## src/rtl/gnb_pkg.sv

```systemverilog
// gnb_pkg: shared widths, constants, codes and link structs for the
// gaussian naive bayes classifier; no dependencies
`timescale 1ns / 1ps

package gnb_pkg;

  localparam int OP_W       = 2;
  localparam int CLS_W      = 6;
  localparam int FEAT_W     = 12;
  localparam int PRIOR_W    = 17;
  localparam int VAL_W      = 32;
  localparam int VAR_W      = 31;
  localparam int EPS_W      = 31;
  localparam int CU_W       = 7;
  localparam int FU_W       = 13;
  localparam int SCORE_W    = 48;
  localparam int SCALE_W    = 32;
  localparam int CFG_IDX_W  = 2;
  localparam int CFG_DATA_W = 31;

  localparam logic [EPS_W-1:0] EPS_RESET = 31'd3277;
  localparam logic [CU_W-1:0]  CU_RESET  = 7'd26;
  localparam logic [FU_W-1:0]  FU_RESET  = 13'd784;

  localparam logic signed [SCORE_W-1:0] SCORE_MAX = 48'sh7FFF_FFFF_FFFF;
  localparam logic signed [SCORE_W-1:0] SCORE_MIN = 48'sh8000_0000_0000;

  // ln(2) in Q0.32, 2*pi in Q3.29
  localparam logic [31:0] LN2_Q32    = 32'd2977044472;
  localparam logic [31:0] TWO_PI_Q29 = 32'd3373259426;

  typedef enum logic [OP_W-1:0] {
    OP_PRIOR   = 2'd0,
    OP_MEANVAR = 2'd1,
    OP_SAMPLE  = 2'd2
  } op_t;

  typedef enum logic [CFG_IDX_W-1:0] {
    REG_EPSILON  = 2'd0,
    REG_CLASSES  = 2'd1,
    REG_FEATURES = 2'd2
  } reg_idx_t;

  typedef enum logic [2:0] {
    ST_IDLE,
    ST_PREP,
    ST_CALC,
    ST_ISSUE,
    ST_FLUSH,
    ST_FIRE,
    ST_TOKEN,
    ST_OUT
  } ctl_state_t;

  typedef enum logic [2:0] {
    LN_IDLE,
    LN_NORM,
    LN_SQUARE,
    LN_MAG,
    LN_MUL
  } ln_state_t;

  // command walking down the class chain
  typedef struct packed {
    logic                       valid;
    op_t                        op;
    logic [CLS_W-1:0]           class_index;
    logic [FEAT_W-1:0]          feature_index;
    logic signed [VAL_W-1:0]    value;
    logic [SCALE_W-1:0]         scale;
    logic signed [SCORE_W-1:0]  bias_term;
  } cell_cmd_t;

  // running argmax token
  typedef struct packed {
    logic                       valid;
    logic [CLS_W-1:0]           class_index;
    logic signed [SCORE_W-1:0]  score;
  } best_tok_t;

endpackage

```

## src/rtl/gnb_div.sv

```systemverilog
// gnb_div: restoring divider, 2^39 over a 32-bit divisor, one quotient bit a
// cycle, quotient saturated to 32 bits; depends on gnb_pkg
`timescale 1ns / 1ps

module gnb_div (
  input  logic                               clk,
  input  logic                               rst,
  input  logic                               start,
  input  logic [31:0]                        divisor,
  output logic                               busy,
  output logic [gnb_pkg::SCALE_W-1:0]        scale
);
  import gnb_pkg::*;

  localparam int STEPS = 40;

  logic [31:0]      den;
  logic [31:0]      rem;
  logic [STEPS-1:0] quo;
  logic [5:0]       cnt;
  logic [32:0]      trial;
  logic             fits;

  // dividend is a single one at the top bit
  assign trial = {rem, cnt == 6'(STEPS)};
  assign fits  = trial >= {1'b0, den};
  assign scale = (quo[STEPS-1:SCALE_W] != '0) ? '1 : quo[SCALE_W-1:0];

  always_ff @(posedge clk) begin
    if (rst) begin
      busy <= 1'b0;
    end else if (!busy && start) begin
      busy <= 1'b1;
    end else if (busy && cnt == 6'd1) begin
      busy <= 1'b0;
    end
  end

  always_ff @(posedge clk) begin
    if (!busy && start) begin
      den <= divisor;
      rem <= '0;
      quo <= '0;
      cnt <= 6'(STEPS);
    end else if (busy) begin
      rem <= fits ? 32'(trial - {1'b0, den}) : trial[31:0];
      quo <= {quo[STEPS-2:0], fits};
      cnt <= cnt - 6'd1;
    end
  end

endmodule

```

## config.mk

```make
export PLATFORM = sky130hd
export DESIGN_NAME = gnb_div
export DESIGN_NICKNAME = d
export VERILOG_FILES = /design/src/rtl/gnb_pkg.sv /design/src/rtl/gnb_div.sv
export SDC_FILE = /design/constraint.sdc
export NUM_CORES = 1
export LEC_CHECK = 0
export ABC_CLOCK_PERIOD_IN_PS = 7300
export BUFFER_PORTS_ARGS = -buffer_cell sky130_fd_sc_hd__buf_2
export CORE_MARGIN = 4
export CORE_UTILIZATION = 47
export DETAILED_ROUTE_END_ITERATION = 10
export GPL_TIMING_DRIVEN = 0
export PLACE_DENSITY = 0.66
export SLEW_MARGIN = 15
export SYNTH_ARGS = -nofsm -noshare
export SYNTH_HDL_FRONTEND = slang
export SYNTH_SLANG_ARGS = --single-unit
```

## constraint.sdc

```tcl
create_clock -name clk -period 7.3 [get_ports clk]
set_input_delay 1.095 -clock clk [delete_from_list [all_inputs] [get_ports clk]]
set_output_delay 1.095 -clock clk [all_outputs]
set_load 0.05 [all_outputs]
```

Word level (Yosys, flattened, before mapping)
Cells that the tools add are included.
{"block": "totals", "ram_bits": 0, "out_inout_bits": 33, "romBits": 0, "memories": 0, "latch_bits": 0, "reg_bits": 111}
{"block": "classes", "div": 0, "n_addsub": 2, "magnitude_cmp": 1, "shifts": 0, "bitwise_logic": 0, "n_reduce_logical": 5, "mul": 0, "mux": 4, "n_eq_ne": 2}
{"cell": "32-bit two-way mux", "n": 2}
{"cell": "33-bit by 32-bit >= comparator with 1-bit output", "n": 1}
{"cell": "32-bit subtractor", "n": 1}
{"cell": "8-bit nonzero test", "n": 1}
{"cell": "6-bit by 1-bit == test with 1-bit output, second input constant", "n": 1}
{"cell": "6-bit == test, second input constant", "n": 1}
{"cell": "6-bit by 1-bit subtractor with 6-bit output, second input constant", "n": 1}
{"cell": "1-bit logical AND", "n": 2}
{"cell": "1-bit two-way mux", "n": 2}
{"cell": "2-bit nonzero test", "n": 1}
{"cell": "1-bit logical NOT", "n": 1}

Longest topological paths before layout
{"block": "depth", "ltp_word": 4, "depth_mapped": 15}

Worst setup path after synthesis
Ideal clock, no wire load.
{"block": "synth_timing", "path_type": "register to register", "startpoint": "reg cnt[0]", "endpoint": "reg rem[28]", "arrival_ns": 3.108, "path_slack_ns": 4.074, "required_ns": 7.183, "path_stages_with_launch": 16, "cell_sequence": "dfxtp_1 -> inv_1 -> ha_1 -> nor4bb_1 -> nand2_1 -> ha_1 -> inv_1 -> fa_1 -> a21o_1 -> a31o_2 -> a211o_1 -> a21oi_1 -> a211oi_1 -> o41ai_1 -> mux2i_1 -> nand2_1"}
{"block": "synth_between", "elab_chain_len": 3, "elab_cells_between_ends": 4}
{"item": "from (decl)", "line": "gnb_div.sv:20", "source": "logic [5:0] cnt;"}
{"item": "from (signal assigned)", "line": "gnb_div.sv:44", "source": "cnt <= 6'(STEPS);"}
{"item": "from (signal assigned)", "line": "gnb_div.sv:48", "source": "cnt <= cnt - 6'd1;"}
{"item": "6-bit == test (*)", "line": "gnb_div.sv:25", "source": "assign trial = {rem, cnt == 6'(STEPS)};"}
{"item": "32-bit subtractor or 33-bit by 32-bit >= comparator with 1-bit output (tied branches)", "line": "gnb_div.sv:46, gnb_div.sv:26"}
{"item": "32-bit two-way mux (*)", "line": "gnb_div.sv:46", "source": "rem <= fits ? 32'(trial - {1'b0, den}) : trial[31:0];"}
{"item": "to (signal assigned)", "line": "gnb_div.sv:46"}
{"item": "to (decl)", "line": "gnb_div.sv:18", "source": "logic [31:0] rem;"}
Mark *: on every way between the ends. The rest lies on a longest branch, timed or not.
A chain may end at the register's enable or synchronous reset.

Worst setup path in the final report
Same ends and word-level chain as after synthesis.

==> out/results.txt <==
syn nets -> 809
Final nets -> 886
reg2reg setup slack -> 3.42 ns
register bit total from synthesis -> 111
clk_lat worst skew -> 0.37 ns
RSZ-0062 raised after global routing -> no
H-tree Lvls -> 3
largest net degree at the start of global routing -> 33
relative slew slack -> 50.44%
MaxCap Viol Count -> 0
Pwr Density -> 345.7 mW/mm^2
Period minus WS final -> 3.881 ns
number of distinct library cells after synthesis -> 64
Residual DRC -> 0
CTS tree -> done
Synth warnings -> 0
Core Region -> 0.01277 sq mm
RD Place Congestion -> 0.9310
routed wire length -> 15.68 mm
CTS root buffer -> clkbuf_16
fillers -> 1198
Post-Syn Area -> 0.006198 sq mm
Setup crit end kind -> flip-flop
Clock Sinks -> 111
Antenna diodes -> 0
via count -> 5564
area share of the largest cell type after synthesis -> 25.51%
synth top area cells -> dfxtp_1 (26%), edfxtp_1 (16%), nand2_1 (8.4%), ha_1 (6.9%), o21ai_0 (4.8%)
Primary FF master, synth -> dfxtp_1
Clock Path Buffers -> 2
synth cell count leaders -> nand2_1 (139), dfxtp_1 (79), o21ai_0 (60)
die extent in x -> 122.8 microns
asr flop ratio synth -> 0%
final setup violation count -> 0
Final Cycle Share -> 53.16%
top sig layer -> met4
Total Die Area -> 0.01509 sq mm
global-route wire length before repair -> 25.62 mm
Final Skew -> 0.01343 ns
syn avg cell area -> 8.388 sq um
Die H -> 122.8 microns
Peak Freq -> 0.2577 GHz
Hold Path Class -> flip-flop to flip-flop
num ports -> 68
leading area contributor after synthesis -> dfxtp_1
cts hold-fix bufs -> 0
max-slew violations -> 0
initial antenna violation count -> 0
Row Count -> 41
Setup Fix Bufs, Post-CTS -> 0
Met2 Wirelength -> 7.179 mm
Worst-path clk slew -> 0.08 ns
post-DP HPWL -> 11.42 mm
Worst Max-Slew Pin Slew -> 0.7400 ns
Max stage delay on crit path -> 0.43 ns
Met1 Wirelength -> 7.093 mm
Fin Setup TNS -> 0 ns
Leak -> 3.067 nW
status -> completed
most frequent cell after synthesis -> nand2_1
DR WL/cell -> 15.79 microns
register area share after synthesis -> 41.02%
global router's overall resource usage -> 21.37%
pre-CTS WS -> 3.480 ns
Critical Path AT -> 4.13 ns
number of global-route vias before repair -> 5241
drt initial violations -> 434
Setup crit start kind -> flip-flop
Max VDD drop -> 0.1785 mV
Initial Util -> 48.53%
met3 routed WL -> 1.060 mm
crit path max fanout -> 5
Pre-Repair DR Iteration Count -> 5
worst path cell trace -> inv_1 -> ha_1 -> nor4bb_1 -> nand2_1 -> ha_1 -> inv_1 -> fa_1 -> a21o_1 -> a31o_2 -> a211o_1 -> a21oi_1 -> a211oi_1 -> o41ai_1 -> mux2i_1 -> nand2_1
crit path kind -> flip-flop to flip-flop
Num CTS Buffers -> 9
Multi-input gate area -> 0.003309 sq mm
Vias/cell -> 5.603
Storage cell area -> 0.002542 sq mm
post-CTS sizing -> 0
synthesis-to-finish area growth -> 13.63%
GR Overflow Total -> 0
post-route antenna net violation count -> 0
# port buffers -> 66
WHS -> 0.4758 ns
share of layout cells above drive strength 1 -> 17.30%
Worst EP required -> 7.55 ns
final hold violations -> 0
Post-synth EDFFs -> 32
Gate Count Post-Synth -> 739
final setup margin -> 3.419 ns
Crit-path slowest cell -> o41ai_1
[power breakdown]
part,total (mW),switching (mW),internal (mW),leakage [nW]
clock,0.495,0.245,0.250,0.147
sequential,0.806,0.0763,0.730,0.951
combinational,1.13,0.681,0.453,1.97
[sequential cells by signal, summed over array words and instances, names as in the netlist]
name / cells
den: 32
cnt: 6
rem: 32
busy: 1
quo: 40
[stage by stage]
step / power, mW / cells / util (%) / area [sq um]
2_1_floorplan: 1.670 / 739 / - / 6198
3_3_place_gp: 1.904 / 977 / 52.80 / 6744
3_5_place_dp: 1.929 / 977 / 52.80 / 6744
4_1_cts: 2.430 / 993 / 55.14 / 7043
5_1_grt: 2.600 / 993 / 55.14 / 7043
6_report: 2.435 / 993 / 55.14 / 7043
[routing by layer]
layer | GRT usage (%) | up-vias
met4 | 6.998 | 0
met1 | 28.42 | 2604
met2 | 33.69 | 175
met3 | 5.806 | 32
met5 | 0 | -
li1 | - | 2753
[layout make-up]
class | instances | area share [%]
well taps | 172 | 3.056
plain buffers | 43 | 2.629
inverters | 43 | 2.292
clock buffers | 10 | 3.393
clock inverters | 6 | 0.8527
multi-input cells | 542 | 46.99
repair buffers | 66 | 4.690
flip-flops and latches | 111 | 36.10
[worst max-delay path: cells and delay by family (launching register included)]
family	cells	cell delay (ns)
adder cells (fa/ha/maj)	3	0.81
AO/OA/AOI/OAI	6	1.87
AND/OR/NAND/NOR	3	0.32
multiplexers	1	0.24
flip-flops	1	0.40
buffers and inverters	2	0.13
[final timing paths]
check | end | cells past startpoint | start
max | rem[28] | 15 | cnt[0]
min | quo[0] | 2 | quo[0]
max reg2reg | rem[28] | 15 | cnt[0]
min reg2reg | quo[0] | 2 | quo[0]
[kinds of logic after synthesis]
family          after synthesis  synth area share, %
simple gates                269                20.10
compound gates              203                20.95
flops                       111                41.02
buf+inv                      86                5.591
fa+ha+maj                    35                7.186
xor+xnor                     26                3.674
mux                           9                1.474
[cell usage in the layout, fill, tap and decap left out, types with 6 or more instances in the layout]
cell type and count:
o22ai_1 11, o21a_1 6, nand3_1 8, o21ai_0 60, nand4_1 10, o32ai_1 10, mux2i_1 8, edfxtp_1 32
a21o_1 11, ha_1 34, dfxtp_1 79, inv_1 42, a31oi_1 14, nor2_1 39, nand2_1 139, and3_1 7
xnor2_1 22, nor3_1 9, a21oi_1 53, or2_2 32, clkbuf_1 29, clkbuf_16 9, buf_2 76
Power figures use the tool's default switching activity.
