File: src/rtl/gnb_pkg.sv
// gnb_pkg: shared widths, constants, codes and link structs for the
// gaussian naive bayes classifier; no dependencies
`timescale 1ns / 1ps

package gnb_pkg;

  localparam int OP_W       = 2;
  localparam int CLS_W      = 6;
  localparam int FEAT_W     = 12;
  localparam int PRIOR_W    = 17;
  localparam int VAL_W      = 32;
  localparam int VAR_W      = 31;
  localparam int EPS_W      = 31;
  localparam int CU_W       = 7;
  localparam int FU_W       = 13;
  localparam int SCORE_W    = 48;
  localparam int SCALE_W    = 32;
  localparam int CFG_IDX_W  = 2;
  localparam int CFG_DATA_W = 31;

  localparam logic [EPS_W-1:0] EPS_RESET = 31'd3277;
  localparam logic [CU_W-1:0]  CU_RESET  = 7'd26;
  localparam logic [FU_W-1:0]  FU_RESET  = 13'd784;

  localparam logic signed [SCORE_W-1:0] SCORE_MAX = 48'sh7FFF_FFFF_FFFF;
  localparam logic signed [SCORE_W-1:0] SCORE_MIN = 48'sh8000_0000_0000;

  // ln(2) in Q0.32, 2*pi in Q3.29
  localparam logic [31:0] LN2_Q32    = 32'd2977044472;
  localparam logic [31:0] TWO_PI_Q29 = 32'd3373259426;

  typedef enum logic [OP_W-1:0] {
    OP_PRIOR   = 2'd0,
    OP_MEANVAR = 2'd1,
    OP_SAMPLE  = 2'd2
  } op_t;

  typedef enum logic [CFG_IDX_W-1:0] {
    REG_EPSILON  = 2'd0,
    REG_CLASSES  = 2'd1,
    REG_FEATURES = 2'd2
  } reg_idx_t;

  typedef enum logic [2:0] {
    ST_IDLE,
    ST_PREP,
    ST_CALC,
    ST_ISSUE,
    ST_FLUSH,
    ST_FIRE,
    ST_TOKEN,
    ST_OUT
  } ctl_state_t;

  typedef enum logic [2:0] {
    LN_IDLE,
    LN_NORM,
    LN_SQUARE,
    LN_MAG,
    LN_MUL
  } ln_state_t;

  // command walking down the class chain
  typedef struct packed {
    logic                       valid;
    op_t                        op;
    logic [CLS_W-1:0]           class_index;
    logic [FEAT_W-1:0]          feature_index;
    logic signed [VAL_W-1:0]    value;
    logic [SCALE_W-1:0]         scale;
    logic signed [SCORE_W-1:0]  bias_term;
  } cell_cmd_t;

  // running argmax token
  typedef struct packed {
    logic                       valid;
    logic [CLS_W-1:0]           class_index;
    logic signed [SCORE_W-1:0]  score;
  } best_tok_t;

endpackage

File: src/rtl/gnb_log.sv
// gnb_log: sequential natural log, normalize one bit a cycle, 16 squaring steps,
// then scale by ln2; depends on gnb_pkg
`timescale 1ns / 1ps

module gnb_log (
  input  logic                               clk,
  input  logic                               rst,
  input  logic                               start,
  input  logic [63:0]                        v,
  input  logic                               mv,
  output logic                               busy,
  output logic signed [gnb_pkg::SCORE_W-1:0] result
);
  import gnb_pkg::*;

  ln_state_t state, state_next;

  logic [63:0]        norm;
  logic [5:0]         p;
  logic [31:0]        m;
  logic [15:0]        frac;
  logic [3:0]         step;
  logic               mv_q;
  logic [23:0]        mag;
  logic               neg;
  logic [63:0]        sq;
  logic [32:0]        sq_top;
  logic signed [7:0]  ipart;
  logic signed [23:0] l2;
  logic [55:0]        prod;
  logic [23:0]        shifted;
  logic [SCORE_W-1:0] res_mag;

  assign busy    = (state != LN_IDLE);
  assign sq      = 64'(m) * 64'(m);
  assign sq_top  = sq[63:31];
  // mean/variance path carries 45 fraction bits and is halved
  assign ipart   = $signed({2'b00, p}) - (mv_q ? 8'sd45 : 8'sd16);
  assign l2      = {ipart, frac};
  assign prod    = 56'(mag) * 56'(LN2_Q32);
  assign shifted = mv_q ? {1'b0, prod[55:33]} : prod[55:32];
  assign res_mag = SCORE_W'(shifted);

  always_ff @(posedge clk) begin
    if (rst) begin
      state <= LN_IDLE;
    end else begin
      state <= state_next;
    end
  end

  always_comb begin
    state_next = state;
    unique case (state)
      LN_IDLE:   if (start) state_next = LN_NORM;
      LN_NORM:   if (norm[63]) state_next = LN_SQUARE;
      LN_SQUARE: if (step == 4'd15) state_next = LN_MAG;
      LN_MAG:    state_next = LN_MUL;
      LN_MUL:    state_next = LN_IDLE;
      default:   state_next = LN_IDLE;
    endcase
  end

  always_ff @(posedge clk) begin
    case (state)
      LN_IDLE: begin
        if (start) begin
          norm <= (v == '0) ? 64'd1 : v;
          p    <= 6'd63;
          mv_q <= mv;
        end
      end
      LN_NORM: begin
        if (!norm[63]) begin
          norm <= norm << 1;
          p    <= p - 6'd1;
        end else begin
          m    <= norm[63:32];
          frac <= '0;
          step <= '0;
        end
      end
      LN_SQUARE: begin
        if (sq_top[32]) begin
          m          <= sq_top[32:1];
          frac[~step] <= 1'b1;
        end else begin
          m <= sq_top[31:0];
        end
        step <= step + 4'd1;
      end
      LN_MAG: begin
        mag <= l2[23] ? 24'(-l2) : 24'(l2);
        neg <= l2[23];
      end
      LN_MUL: begin
        result <= neg ? -$signed(res_mag) : $signed(res_mag);
      end
      default: ;
    endcase
  end

endmodule

File: config.mk
export PLATFORM = sky130hd
export DESIGN_NAME = gnb_log
export DESIGN_NICKNAME = d
export VERILOG_FILES = /design/src/rtl/gnb_pkg.sv /design/src/rtl/gnb_log.sv
export SDC_FILE = /design/constraint.sdc
export NUM_CORES = 2
export LEC_CHECK = 0
export BUFFER_PORTS_ARGS = -buffer_cell sky130_fd_sc_hd__clkbuf_2
export CAP_MARGIN = 20
export CORE_MARGIN = 5
export CORE_UTILIZATION = 45
export CTS_CLUSTER_DIAMETER = 60
export DETAILED_ROUTE_END_ITERATION = 6
export HOLD_SLACK_MARGIN = 0.03
export SYNTH_ARGS = -nofsm -noshare
export SYNTH_HDL_FRONTEND = slang
export SYNTH_SLANG_ARGS = --single-unit
File: constraint.sdc
create_clock -name clk -period 9 [get_ports clk]
set_input_delay 1.35 -clock clk [delete_from_list [all_inputs] [get_ports clk]]
set_output_delay 1.35 -clock clk [all_outputs]
set_load 0.005 [all_outputs]
Yosys cells after proc, flatten, opt, wreduce, memory -nomap -nowiden:

Cells that the tools add are included.

* $add $sub $neg: 5
* $mul: 2
* $lt $le $gt $ge: 2
* eq/ne operators: 10
* mux-type cells: 25
* bitwise logic cells: 2
* reduce and logical (&&, ||, !) cells: 12

Operators by type and width (count)
* $mux 64: 3
* $pmux 64 s2: 1
* $logic_not 64->1: 1
* $mul 32x32->64: 1
* $mux 32: 2
* $pmux 32 s2: 1
* $mul 24x29->53 const B: 1
* $mux 24: 2
* $neg 24->48: 1
* $mux 16: 2
* $pmux 16 s2: 1
* $neg 23->24: 1
* $mux 23: 1
* $mux 6: 3
* $or 16x16->16: 1
* $pmux 3 s4: 1
* $pmux 6 s2: 1
* $ne 2x2->1 const B: 5
* $mux 3: 3
* $reduce_and 3->1: 3
* $pmux 4 s2: 1
* $sub 6x6->7: 1
* $eq 3x2->1 const B: 2
* $reduce_and 2->1: 3
* other kinds (15): 16

* bits in registers: 199
* bits of input ports: 68
* output and inout bits: 49
* logic and storage cells: 71

Longest topological paths before layout:

* depth in word-level cells: 8
* mapped depth: 34
* gate-level depth less buffers: 30

Least setup slack after synthesis:

No wires, ideal clock.

* path type: reg2reg
* start: reg m[4]
* end: reg frac[0], enable pin
* library setup time: 372 ps
* arrival time: 8316 ps
* path slack: 312 ps
* stages on the path, launching flop included: 31
* path buffers: 2
* cells stage by stage: edfxtp_1 -> clkbuf_1 -> clkbuf_1 -> nand2_1 -> fa_1 -> inv_1 -> fa_1 -> inv_1 -> fa_1 -> inv_1 -> fa_1 -> fa_1 -> inv_1 -> fa_1 -> inv_1 -> fa_1 -> inv_1 -> fa_1 -> inv_1 -> ha_1 -> a21oi_1 -> o211ai_1 -> a41oi_1 -> o21ai_0 -> a221oi_2 -> a2111oi_4 -> nor3_1 -> nor3_1 -> o31ai_2 -> nand3_1 -> nand2_1

* word-level cells in the longest chain between the ends: 3

RTL lines
* start: declaration: RTL line gnb_log.sv:20 `logic [31:0] m;`
* start signal: assignment: RTL line gnb_log.sv:78 `m <= norm[63:32];`
* start signal: assignment: RTL line gnb_log.sv:85 `m <= sq_top[32:1];`
* start signal: assignment: RTL line gnb_log.sv:88 `m <= sq_top[31:0];`
* $mul 32x32->64: RTL line gnb_log.sv:35 `assign sq = 64'(m) * 64'(m);`
* $ne 2x2->1 (no source line)
* $reduce_and 3->1 (no source line)
* end signal: assignment: RTL line gnb_log.sv:79 `frac <= '0;`
* end signal: indexed assignment: RTL line gnb_log.sv:86 `frac[~step] <= 1'b1;`
* end: declaration: RTL line gnb_log.sv:21 `logic [15:0] frac;`

No other way between the ends.
A chain may end at the register's enable or synchronous reset.

Worst setup path after layout:

* start: reg m[6]
* end: reg m[4] (data pin)

* word-level cells in the longest chain between the ends: 3

RTL lines
* $mul 32x32->64: RTL line gnb_log.sv:35
* $mux 32: RTL line gnb_log.sv:84 `if (sq_top[32]) begin`
* $pmux 32 s2: RTL line gnb_log.sv:65 `case (state)`

No other way between the ends.

==> impl_metrics.ini <==
[outcome]
status = complete, no violations

[setup_path]
required_ps = 9190
slowest_stage = fa_1
rrSetupSlack_ps = 290
rr_endpoint = m[4]
path_class = reg -> reg
crit_top_cell = fa_1
cp_max_fo = 13
crit_arrival_ps = 8910
slowest_delay_ps = 600
end_kind = flop
r2r-start = m[6]
reg2reg_depth = 28
critPathLaunchType = flop

[logic_synthesis]
syn_area_um2 = 50000
synth_warnings = 0
synth_area_leaders = fa_1 (42%), ha_1 (14%), edfxtp_1 (11%)
synth_edf_count = 188
ys_ff_latch = 191
yosysTopAreaCellShare = 0.422
synth_ff_type = edfxtp_1
syn_inst = 5254
yosys.area.top_type = fa_1
synth_async_sr_flop_share = 0
yosysSeqAreaShare = 0.114
syn_avg_cell_area_um2 = 9.51
ys_types = 101

[detailed_routing]
firstDrtPassIters = 7
drc = 0
drt_iter0_drc = 2318
wl_per_cell_um = 19.2
antenna_left = 0
vias = 35157
vias_per_cell = 5.11
totalWireLength_um = 132000

[global_routing]
grt_pass1_vias = 38122
grt_max_degree = 75
antenna_found_initial = 0
grt_usage = 0.232
overflow = 0
grt_pass1_wl_um = 213000

[die]
pin_count = 117
die_area_um2 = 118000
die_w_um = 343
num_rows = 122
coreArea_um2 = 111000
die_h_um = 343
initial_utilization = 0.452

[clocking]
ctsHoldBuffers = 0
cts_root_buf = clkbuf_16
clock_sinks = 191
clockBufferDepth = 2
clk_pin_slew_ps = 90
numCtsBuffers = 17
cts_tree = yes
cts_max_level = 4
clock_latency_ps = 470

[place]
dp_hpwl_um = 115000
dpl_cell_area_um2 = 53000
gp_congestion = 0.943
io_buffers = 116
place_ws_ps = -71.1
dp_cells = 6828

[hold_path]
hold_depth = 0
min_from = frac[0]
hold_path.class = reg -> reg
hold_end = mag[0]

[layout]
syn_to_final_growth_pct = 7.88
drive_gt1_frac = 0.0718
nets = 7040
stdcell_area_um2 = 53900
fin_cells = 6882

[timing]
final.min_clock_period_ps = 8710
hold_viol_final = 0
finalWorstSetupSlack_ps = 287
max_freq_ghz = 0.115
maxSlewHeadroom = 0.424
fin_crit_sh = 0.968
tightestPinTransition_ps = 861
slew_viol_final = 0
finalClockSkew_ps = 17.5
final-setup-viol-count = 0

[job]
drv_cap = 0
==> kinds of logic after synthesis <==
logic type | synth area share
AOI/OAI and AO/OA | 0.0761
adders and majority gates | 0.557
xor gates and xnor gates | 0.0168
DFF | 0.114
other | 0.0000751
muxes | 0.00243
and+or+nand+nor | 0.109
buffers and inverters | 0.124
==> final cells by class <==
| cell class | instances | area (µm²) |
|---|---|---|
| Multi-Input combinational cell | 3433 | 38200 |
| Clock inverter | 15 | 226 |
| Tap cell | 1488 | 1860 |
| Fill cell | 10571 | 56600 |
| Timing Repair Buffer | 276 | 2000 |
| Antenna cell | 3 | 7.51 |
| Inverter | 1459 | 5480 |
| Sequential cell | 191 | 5710 |
| Clock buffer | 17 | 425 |
==> worst max path at each step <==
stage	startpoint	endpoint	slack, ps	cells after the start
floorplan	m[4]	frac[0]	310	30
global placement	m[7]	m[8]	70	30
detailed placement	m[24]	m[1]	-70	30
CTS	m[24]	m[15]	50	30
global route	m[10]	m[4]	-4	29
finish	m[6]	m[4]	290	28
==> routing by layer <==
layer	track usage	wire length, µm	vias up	part of all wire
met4	0.0633	4370	0	0.033
li1	-	-	16345	-
met2	0.395	63500	889	0.48
met5	0	0	-	0
met1	0.318	58300	17755	0.44
met3	0.0268	5930	168	0.045
==> cells in the mapped netlist (47+ instances only) <==
master,number
nand2_1,559
nand3_1,47
ha_1,541
clkbuf_1,145
and2_1,160
xnor2_1,60
edfxtp_1,188
fa_1,1053
o21ai_0,130
a21o_1,62
inv_1,1447
nor2_1,184
a21oi_1,143
==> critical path: cells and delay by family (launching register included) <==
| kind | cells | cell delay (ps) |
|---|---|---|
| fa+ha+maj | 9 | 4420 |
| flops | 1 | 430 |
| compound gates | 4 | 1240 |
| simple gates | 7 | 1400 |
| buf+inv | 8 | 940 |
==> timing repair <==
action	CTS	global route
pin swaps	0	7
resized for setup	3	18
buffers inserted	0	17
cloned	0	1
endpoints found under the setup margin	27	55
==> registers in the layout (all words and copies together), names as in the netlist <==
name	flops
frac	16
m	32
mag	24
mv_q	1
neg	1
norm	64
p	6
result	40
state	3
step	4
==> per-stage QoR <==
step,util,TNS (ps),hold slack (ps)
after detailed placement,0.479,-218,536
after global placement,0.479,0,536
after global routing,0.488,-7.75,557
after CTS,0.485,0,547
final,0.488,0,552
after floorplan,-,0,477
==> cells in the final DEF, fill, tap and decap left out, drive strengths merged, types with 42 or more instances in the layout <==
cell type and n:
nand2 559, o21ai 146, and2 160, a21oi 143, fa 1053, inv 1460, xnor2 60, nand3 47
clkbuf 133, nor3 42, ha 541, nor2 195, a21o 62, edfxtp 188, buf 160
Power is left out: the tool's default activity adds up to more than one toggle a clock period on the data nets, which glitch-free logic cannot reach.
